`config.mk`:
```
export PLATFORM = sky130hd
export DESIGN_NAME = dxt_block_decoder_core
export DESIGN_NICKNAME = d
export VERILOG_FILES = /design/src/hw/rtl/dxt_pkg.sv /design/src/hw/rtl/dxt_block_decoder_core.sv /design/src/hw/rtl/dxt_palette.sv
export SDC_FILE = /design/constraint.sdc
export NUM_CORES = 2
export LEC_CHECK = 0
export ABC_CLOCK_PERIOD_IN_PS = 24100
export BUFFER_PORTS_ARGS = -buffer_cell sky130_fd_sc_hd__buf_2
export CAP_MARGIN = 20
export CORE_MARGIN = 1
export CORE_UTILIZATION = 60
export DETAILED_ROUTE_END_ITERATION = 6
export GPL_ROUTABILITY_DRIVEN = 0
export MAX_ROUTING_LAYER = met4
export PLACE_DENSITY_LB_ADDON = 0.15
export SYNTH_ARGS = -nofsm -noshare
export SYNTH_HDL_FRONTEND = slang
export SYNTH_HIERARCHICAL = 1
export SYNTH_SLANG_ARGS = --single-unit
export TNS_END_PERCENT = 1
```
`constraint.sdc`:
```
create_clock -name clk -period 24.1 [get_ports clk]
set_input_delay 1.205 -clock clk [delete_from_list [all_inputs] [get_ports clk]]
set_output_delay 1.205 -clock clk [all_outputs]
set_load 0.02 [all_outputs]
```
`src/hw/rtl/dxt_pkg.sv`:
```
package dxt_pkg;

	// Block format register codes
	localparam logic [1:0] FMT_DXT1 = 2'd0;
	localparam logic [1:0] FMT_DXT3 = 2'd1;
	localparam logic [1:0] FMT_DXT5 = 2'd2;

	localparam int unsigned PIX_COUNT = 16;
	localparam logic [3:0] PIX_LAST = 4'(PIX_COUNT - 1);

	typedef struct packed {
		logic [7:0] r;
		logic [7:0] g;
		logic [7:0] b;
		logic [7:0] a;
	} rgba_t;

	// Raw compressed block as captured at the input
	typedef struct packed {
		logic [63:0] cblk;
		logic [63:0] ablk;
		logic [1:0]  fmt;
	} blk_raw_t;

	// Fully built palettes plus the per-pixel indices of one block
	typedef struct packed {
		rgba_t [3:0]       col;
		logic [7:0][7:0]   apal;
		logic [15:0][1:0]  cidx;
		logic [15:0][3:0]  anib;
		logic [15:0][2:0]  aidx;
		logic [1:0]        fmt;
	} blk_pal_t;

endpackage

```
`src/hw/rtl/dxt_block_decoder_core.sv`:
```
// Channel   Dir  Handshake            Word
// -------   ---  -------------------  ----------------------------------------
// in        in   in_valid / in_stall  color_block, alpha_block (one 4x4 block)
// out       out  out_valid/out_stall  red, green, blue, alpha, pixel_index, last
// cfg       in   cfg_we               cfg_wdata -> block_format
//
// One block in yields sixteen pixel words out, one per cycle while out_stall is low;
// the emitter takes the next block only after its counter has walked all sixteen.
// The first pixel of a block passes the input register, sum stage, palette stage,
// emitter and output register in that order.
// Reset clears all valid bits, the pixel counter and block_format (DXT1).
// out_stall holds the output word; the stall backs up stage by stage to
// in_stall, and no word is lost or repeated.
module dxt_block_decoder_core (
	input  logic        clk,
	input  logic        arst_n,
	input  logic        cfg_we,
	input  logic [1:0]  cfg_wdata,
	input  logic        in_valid,
	output logic        in_stall,
	input  logic [63:0] color_block,
	input  logic [63:0] alpha_block,
	output logic        out_valid,
	input  logic        out_stall,
	output logic [7:0]  red,
	output logic [7:0]  green,
	output logic [7:0]  blue,
	output logic [7:0]  alpha,
	output logic [3:0]  pixel_index,
	output logic        last
);
	import dxt_pkg::*;

	logic [1:0] format_q;

	logic       valid_s1;
	blk_raw_t   blk_s1;

	logic       pal_ready, pal_valid;
	blk_pal_t   pal_out;

	logic       valid_s4;
	blk_pal_t   pal_s4;
	logic [3:0] cnt_q;

	logic       valid_s5;
	rgba_t      pix_s5;
	logic [3:0] idx_s5;
	logic       last_s5;

	logic       out_load, emit, s4_free;
	rgba_t      pix_d;
	logic [1:0] ci;

	// Hold the format register
	always_ff @(posedge clk or negedge arst_n) begin
		if (!arst_n) begin
			format_q <= FMT_DXT1;
		end else if (cfg_we) begin
			format_q <= cfg_wdata;
		end
	end

	// Input register
	assign in_stall = valid_s1 && !pal_ready;

	always_ff @(posedge clk or negedge arst_n) begin
		if (!arst_n) begin
			valid_s1 <= 1'b0;
		end else if (!in_stall) begin
			valid_s1 <= in_valid;
		end
	end

	always_ff @(posedge clk) begin
		if (!in_stall && in_valid) begin
			blk_s1 <= '{cblk: color_block, ablk: alpha_block, fmt: format_q};
		end
	end

	dxt_palette u_palette (
		.clk       (clk),
		.arst_n    (arst_n),
		.in_valid  (valid_s1),
		.in_ready  (pal_ready),
		.in_blk    (blk_s1),
		.out_valid (pal_valid),
		.out_ready (s4_free),
		.out_pal   (pal_out)
	);

	// Pixel emitter: walk the sixteen pixels of the held block
	assign out_load = !valid_s5 || !out_stall;
	assign emit     = valid_s4 && out_load;
	assign s4_free  = !valid_s4 || (emit && cnt_q == PIX_LAST);

	always_ff @(posedge clk or negedge arst_n) begin
		if (!arst_n) begin
			valid_s4 <= 1'b0;
			cnt_q    <= '0;
		end else if (s4_free && pal_valid) begin
			valid_s4 <= 1'b1;
			cnt_q    <= '0;
		end else if (emit && cnt_q == PIX_LAST) begin
			valid_s4 <= 1'b0;
			cnt_q    <= '0;
		end else if (emit) begin
			cnt_q    <= cnt_q + 4'd1;
		end
	end

	always_ff @(posedge clk) begin
		if (s4_free && pal_valid) begin
			pal_s4 <= pal_out;
		end
	end

	// Select the pixel colour and its alpha by format
	always_comb begin
		ci    = pal_s4.cidx[cnt_q];
		pix_d = pal_s4.col[ci];
		case (pal_s4.fmt)
			FMT_DXT3: pix_d.a = {pal_s4.anib[cnt_q], pal_s4.anib[cnt_q]};
			FMT_DXT5: pix_d.a = pal_s4.apal[pal_s4.aidx[cnt_q]];
			default:  pix_d.a = pal_s4.col[ci].a;
		endcase
	end

	// Output register
	always_ff @(posedge clk or negedge arst_n) begin
		if (!arst_n) begin
			valid_s5 <= 1'b0;
		end else if (out_load) begin
			valid_s5 <= emit;
		end
	end

	always_ff @(posedge clk) begin
		if (emit) begin
			pix_s5  <= pix_d;
			idx_s5  <= cnt_q;
			last_s5 <= cnt_q == PIX_LAST;
		end
	end

	assign out_valid   = valid_s5;
	assign red         = pix_s5.r;
	assign green       = pix_s5.g;
	assign blue        = pix_s5.b;
	assign alpha       = pix_s5.a;
	assign pixel_index = idx_s5;
	assign last        = last_s5;

	// A taken pixel that is not last is followed at once by the next one
	a_pix_seq: assert property (@(posedge clk) disable iff (!arst_n)
		(out_valid && !out_stall && !last) |=>
			(out_valid && pixel_index == $past(pixel_index) + 4'd1))
		else $error("pixel sequence broken");

	// Last flag marks exactly pixel fifteen
	a_last_idx: assert property (@(posedge clk) disable iff (!arst_n)
		out_valid |-> (last == (pixel_index == PIX_LAST)))
		else $error("last flag does not match pixel index");

	// Input stalls only when the input register is occupied
	a_stall_full: assert property (@(posedge clk) disable iff (!arst_n)
		in_stall |-> (valid_s1 && !pal_ready))
		else $error("input stalled while input register empty");

endmodule

```
`src/hw/rtl/dxt_palette.sv`:
```
module dxt_palette (
	input  logic              clk,
	input  logic              arst_n,
	input  logic              in_valid,
	output logic              in_ready,
	input  dxt_pkg::blk_raw_t in_blk,
	output logic              out_valid,
	input  logic              out_ready,
	output dxt_pkg::blk_pal_t out_pal
);
	import dxt_pkg::*;

	// floor(x/3) for x < 768
	function automatic logic [7:0] div3(input logic [9:0] x);
		logic [20:0] p;
		p = {11'd0, x} * 21'd683;
		return p[18:11];
	endfunction

	// floor(x/7) for x < 1792
	function automatic logic [7:0] div7(input logic [10:0] x);
		logic [24:0] p;
		p = {14'd0, x} * 25'd2341;
		return p[21:14];
	endfunction

	// floor(x/5) for x < 1280
	function automatic logic [7:0] div5(input logic [10:0] x);
		logic [24:0] p;
		p = {14'd0, x} * 25'd3277;
		return p[21:14];
	endfunction

	// Stage 2: expanded endpoints, weighted sums, mode flags
	logic              valid_s2;
	logic [2:0][7:0]   c0_s2, c1_s2, mid_s2;
	logic [2:0][9:0]   t2_s2, t3_s2;
	logic              cgt_s2;
	logic [7:0]        a0_s2, a1_s2;
	logic [5:0][10:0]  s7_s2;
	logic [3:0][10:0]  s5_s2;
	logic              agt_s2;
	logic [63:0]       cblk_s2, ablk_s2;
	logic [1:0]        fmt_s2;

	// Stage 3: finished palettes
	logic              valid_s3;
	blk_pal_t          pal_s3;

	logic adv_s2, adv_s3;

	logic [15:0]       e0, e1;
	logic [2:0][7:0]   c0_d, c1_d, mid_d;
	logic [2:0][9:0]   t2_d, t3_d;
	logic [7:0]        a0_d, a1_d;
	logic [5:0][10:0]  s7_d;
	logic [3:0][10:0]  s5_d;
	blk_pal_t          pal_d;

	assign adv_s3   = !valid_s3 || out_ready;
	assign adv_s2   = !valid_s2 || adv_s3;
	assign in_ready = adv_s2;

	// Widen endpoints and form the interpolation sums
	always_comb begin
		e0 = in_blk.cblk[15:0];
		e1 = in_blk.cblk[31:16];
		c0_d[0] = {e0[15:11], 3'b000};
		c0_d[1] = {e0[10:5], 2'b00};
		c0_d[2] = {e0[4:0], 3'b000};
		c1_d[0] = {e1[15:11], 3'b000};
		c1_d[1] = {e1[10:5], 2'b00};
		c1_d[2] = {e1[4:0], 3'b000};
		for (int k = 0; k < 3; k++) begin
			t2_d[k]  = {1'b0, c0_d[k], 1'b0} + {2'b00, c1_d[k]};
			t3_d[k]  = {2'b00, c0_d[k]} + {1'b0, c1_d[k], 1'b0};
			mid_d[k] = 8'(({1'b0, c0_d[k]} + {1'b0, c1_d[k]}) >> 1);
		end
		a0_d = in_blk.ablk[7:0];
		a1_d = in_blk.ablk[15:8];
		for (int k = 1; k <= 6; k++) begin
			s7_d[k-1] = 11'(7 - k) * {3'd0, a0_d} + 11'(k) * {3'd0, a1_d};
		end
		for (int k = 1; k <= 4; k++) begin
			s5_d[k-1] = 11'(5 - k) * {3'd0, a0_d} + 11'(k) * {3'd0, a1_d};
		end
	end

	always_ff @(posedge clk or negedge arst_n) begin
		if (!arst_n) begin
			valid_s2 <= 1'b0;
		end else if (adv_s2) begin
			valid_s2 <= in_valid;
		end
	end

	always_ff @(posedge clk) begin
		if (adv_s2 && in_valid) begin
			c0_s2   <= c0_d;
			c1_s2   <= c1_d;
			mid_s2  <= mid_d;
			t2_s2   <= t2_d;
			t3_s2   <= t3_d;
			cgt_s2  <= e0 > e1;
			a0_s2   <= a0_d;
			a1_s2   <= a1_d;
			s7_s2   <= s7_d;
			s5_s2   <= s5_d;
			agt_s2  <= a0_d > a1_d;
			cblk_s2 <= in_blk.cblk;
			ablk_s2 <= in_blk.ablk;
			fmt_s2  <= in_blk.fmt;
		end
	end

	// Divide the sums and assemble both palettes
	always_comb begin
		pal_d.col[0] = '{r: c0_s2[0], g: c0_s2[1], b: c0_s2[2], a: 8'hff};
		pal_d.col[1] = '{r: c1_s2[0], g: c1_s2[1], b: c1_s2[2], a: 8'hff};
		if (cgt_s2) begin
			pal_d.col[2] = '{r: div3(t2_s2[0]), g: div3(t2_s2[1]),
				b: div3(t2_s2[2]), a: 8'hff};
			pal_d.col[3] = '{r: div3(t3_s2[0]), g: div3(t3_s2[1]),
				b: div3(t3_s2[2]), a: 8'hff};
		end else begin
			pal_d.col[2] = '{r: mid_s2[0], g: mid_s2[1], b: mid_s2[2], a: 8'hff};
			pal_d.col[3] = '{r: 8'h00, g: 8'hff, b: 8'hff, a: 8'h00};
		end
		pal_d.apal[0] = a0_s2;
		pal_d.apal[1] = a1_s2;
		if (agt_s2) begin
			for (int k = 0; k < 6; k++) begin
				pal_d.apal[k+2] = div7(s7_s2[k]);
			end
		end else begin
			for (int k = 0; k < 4; k++) begin
				pal_d.apal[k+2] = div5(s5_s2[k]);
			end
			pal_d.apal[6] = 8'h00;
			pal_d.apal[7] = 8'hff;
		end
		pal_d.cidx = cblk_s2[63:32];
		pal_d.anib = ablk_s2;
		pal_d.aidx = ablk_s2[63:16];
		pal_d.fmt  = fmt_s2;
	end

	always_ff @(posedge clk or negedge arst_n) begin
		if (!arst_n) begin
			valid_s3 <= 1'b0;
		end else if (adv_s3) begin
			valid_s3 <= valid_s2;
		end
	end

	always_ff @(posedge clk) begin
		if (adv_s3 && valid_s2) begin
			pal_s3 <= pal_d;
		end
	end

	assign out_valid = valid_s3;
	assign out_pal   = pal_s3;

endmodule
```
==> flow_summary.ini <==
[grt]
grt_max_degree = 133
track_usage_pct = 24.74
gr-total-overflow = 0
antenna_found_initial = 14
grt_pass1_wl_mm = 203.1
first_global_vias = 37145

[timing]
rsz0062_at_grt = no
tns_ns = 0
setup_viol = 0
slew_viol_final = 0
hold_viol_final = 0
clock_skew_ns = 0.03939
hold-worst-slack_ns = 0.3711
fmax_ghz = 0.1901
worstMarginPinSlew_ns = 1.101
min_period_ns = 5.260
fin_crit_sh_pct = 21.82
relSlewSlack_pct = 26.54

[worst_setup_path]
start_kind = flip-flop
critPathMaxFanout = 4
worstPathCellList = inv_1, ha_1, inv_1, fa_1, fa_1, inv_1, fa_1, fa_1, inv_1, ha_1, nand3_1, a211o_1, nand3_1, nand3_1, a31oi_1, mux2_2, or3b_1
cp.required_ns = 24.56
critPathKind = reg -> reg
crit_family = adder cells
worst_ep_arrival_time_ns = 5.72
slowest_stage = fa_1
slowest_delay_ns = 0.54
crit_path_end_kind = flip-flop
path_buf_inv = 4

[routing]
drt-met1-wl_mm = 58.77
drtIter0Drc = 2278
drtPass1Iterations = 5
routed.top_layer = met4
drt-wirelength-per-cell_um = 19.77
vias_per_cell = 5.470
via_count = 36005
drc = 0
wl_met3_mm = 6.963
ant_nets = 0
dr_wl_met2_mm = 60.80
wirelength_mm = 130.1

[floorplanning]
die_w_um = 332.4
rows = 120
initial_utilization_pct = 60.83
io_pins = 174
die_area_sq_um = 110500
core_area_sq_um = 107700
die_y_um = 332.4

[power_and_ir_drop]
peakVddDrop_mv = 0.06619
switching_power_mw = 2.012
p_leak_nw = 31.45
p_clk_share_pct = 26.5
pwr-share-comb_pct = 35.9
seqPwrFrac_pct = 37.5
p_int_mw = 3.966
sw_frac_of_total_pct = 33.66
powerDensity_nw_per_um2 = 84.32

[logic_synthesis]
yosysWarnings = 6
synth.avg_cell_area_sq_um = 13.39
synth_seq_cells = 1028
yosys.area.top_type_share_pct = 46.64
syn_area_sq_um = 65480
ys_types = 86
synth_seq_area_share_pct = 47.06
ys.flop_type = edfxtp_1
synthTopCellsByArea = edfxtp_1, ha_1, fa_1, inv_1, xnor2_1
synth_edf_count = 1017
synthCells = 4891
synth_commonest_cells = ha_1, edfxtp_1, inv_1
async_reset_ff_share_pct = 1.070
synth_area_leader_cell = edfxtp_1
yosysMostFrequentCell = ha_1

[clock_network]
cts-resized-gates = 0
cts_setup_buffers = 0
clkTransAtPathRegs_ns = 0.07
cts_htree_levels = 3
cts_hold_buffers = 0
cts_buffers = 102
cts_tree = yes
clock_sinks = 1028
cts_buffer_depth = 3
insertion_delay_ns = 0.71
clockRootBuffer = clkbuf_16

[layout]
multi_input_area_sq_um = 30480
instances_no_fill = 6582
num-fill-cells = 7810
area_growth_pct = 8.287
layout.nets = 6634
seq_area_sq_um = 30820
drive_gt1_share_pct = 9.261

[placed_design]
numPortBuffers = 173
placed_cells = 6390
hpwlAfterDp_mm = 96.68

[run_status]
status = completed

[hold_path]
hold_path.class = in -> async

[flow_run]
maxCapViolations = 0
## cells by family after synthesis
group           after synthesis  synth area share [%]
flops                      1028                 47.06
simple gates                473                 3.502
buf+inv                    1029                 6.663
xor+xnor                    249                 3.330
compound gates              536                 5.486
other cells                   2               0.01147
mux                         168                 3.541
fa+ha+maj                  1406                 30.41
## sequential cells by signal (all words and copies together), names as in the netlist, 4 cells and up
| signal | flops |
|---|---|
| blk_s1 | 130 |
| cnt_q | 4 |
| u_palette/mid_s2 | 19 |
| u_palette/a0_s2 | 7 |
| pal_s4 | 338 |
| blue | 8 |
| u_palette/s5_s2 | 38 |
| u_palette/out_pal | 227 |
| u_palette/t3_s2 | 19 |
| green | 8 |
| u_palette/t2_s2 | 19 |
| u_palette/cblk_s2 | 64 |
| u_palette/s7_s2 | 58 |
| u_palette/ablk_s2 | 50 |
| alpha | 8 |
| u_palette/a1_s2 | 7 |
| pixel_index | 4 |
| red | 8 |
## worst register-to-register path, stage by stage (launching register included)
cell and delay (ns):
edfxtp_1 0.42, inv_1 0.06, ha_1 0.27, inv_1 0.07, fa_1 0.53, fa_1 0.52
inv_1 0.06, fa_1 0.50, fa_1 0.54, inv_1 0.04, ha_1 0.29, nand3_1 0.10
a211o_1 0.29, nand3_1 0.19, nand3_1 0.16, a31oi_1 0.26, mux2_2 0.35, or3b_1 0.36
## power by group through the flow
stage	Sequential [mW]	Combinational, mW	Clock, mW
6_report	2.24	2.15	1.59
5_1_grt	2.25	2.42	1.68
4_1_cts	2.25	2.16	1.62
3_5_place_dp	2.28	2.14	0
3_3_place_gp	2.28	2.09	0
2_1_floorplan	2.30	1.59	0
## placed cells by master, fill, tap and decap left out, types with 66 or more instances in the layout
master     Yosys  routed
o21ai_0       86      86
xnor2_1      183     183
clkbuf_16      0     102
xor2_1        66      66
ha_1        1097    1097
edfxtp_1    1017    1017
fa_1         309     309
a21oi_1      165     165
buf_2         13     173
nand2_1      103     103
mux2i_1       69      68
nor2_1       134     134
inv_1        877     876
## worst paths after layout
path | from | end | slack [ns] | cells past startpoint
setup / recovery | u_palette/s5_s2[20]$_DFFE_PP_ | u_palette/out_pal[176]$_DFFE_PP_ | 18.84 | 17
hold / removal | arst_n | cnt_q[3]$_DFFE_PN0P_ | 0.37 | 1
setup reg to reg | u_palette/s5_s2[20]$_DFFE_PP_ | u_palette/out_pal[176]$_DFFE_PP_ | 18.84 | 17
hold reg to reg | u_palette/out_pal[264]$_DFFE_PP_ | pal_s4[264]$_DFFE_PN_ | 0.40 | 0
max in group asynchronous | arst_n | cnt_q[0]$_DFFE_PN0P_ | 23.48 | 1
min in group clk | u_palette/out_pal[264]$_DFFE_PP_ | pal_s4[264]$_DFFE_PN_ | 0.40 | 0
## layout make-up
type / count / area share (%)
flip-flops and latches: 1028 / 43.46
multi-input cells: 2872 / 42.98
repair buffers: 212 / 1.708
clock inverters: 63 / 1.011
well taps: 1403 / 2.476
diodes: 7 / 0.02470
inverters: 877 / 4.643
clock buffers: 120 / 3.695
## metal layers
layer / track usage [%] / up-vias
met1: 33.06 / 17538
met5: - / -
li1: - / 17491
met2: 39.26 / 799
met3: 4.093 / 177
met4: 6.984 / 0
## stage by stage
stage                     setup slack, ns  power [mW]  cell area [sq um]  utilization (%)
after floorplan                     13.25       3.884              65620                -
after global placement              18.93       4.370              67500            62.70
after detailed placement            18.80       4.419              67500            62.70
after CTS                           18.77       6.029              70840            65.80
after global routing                18.53       6.361              70910            65.87
final                               18.84       5.979              70910            65.87
No activity file was read; power rests on OpenSTA's default activity.
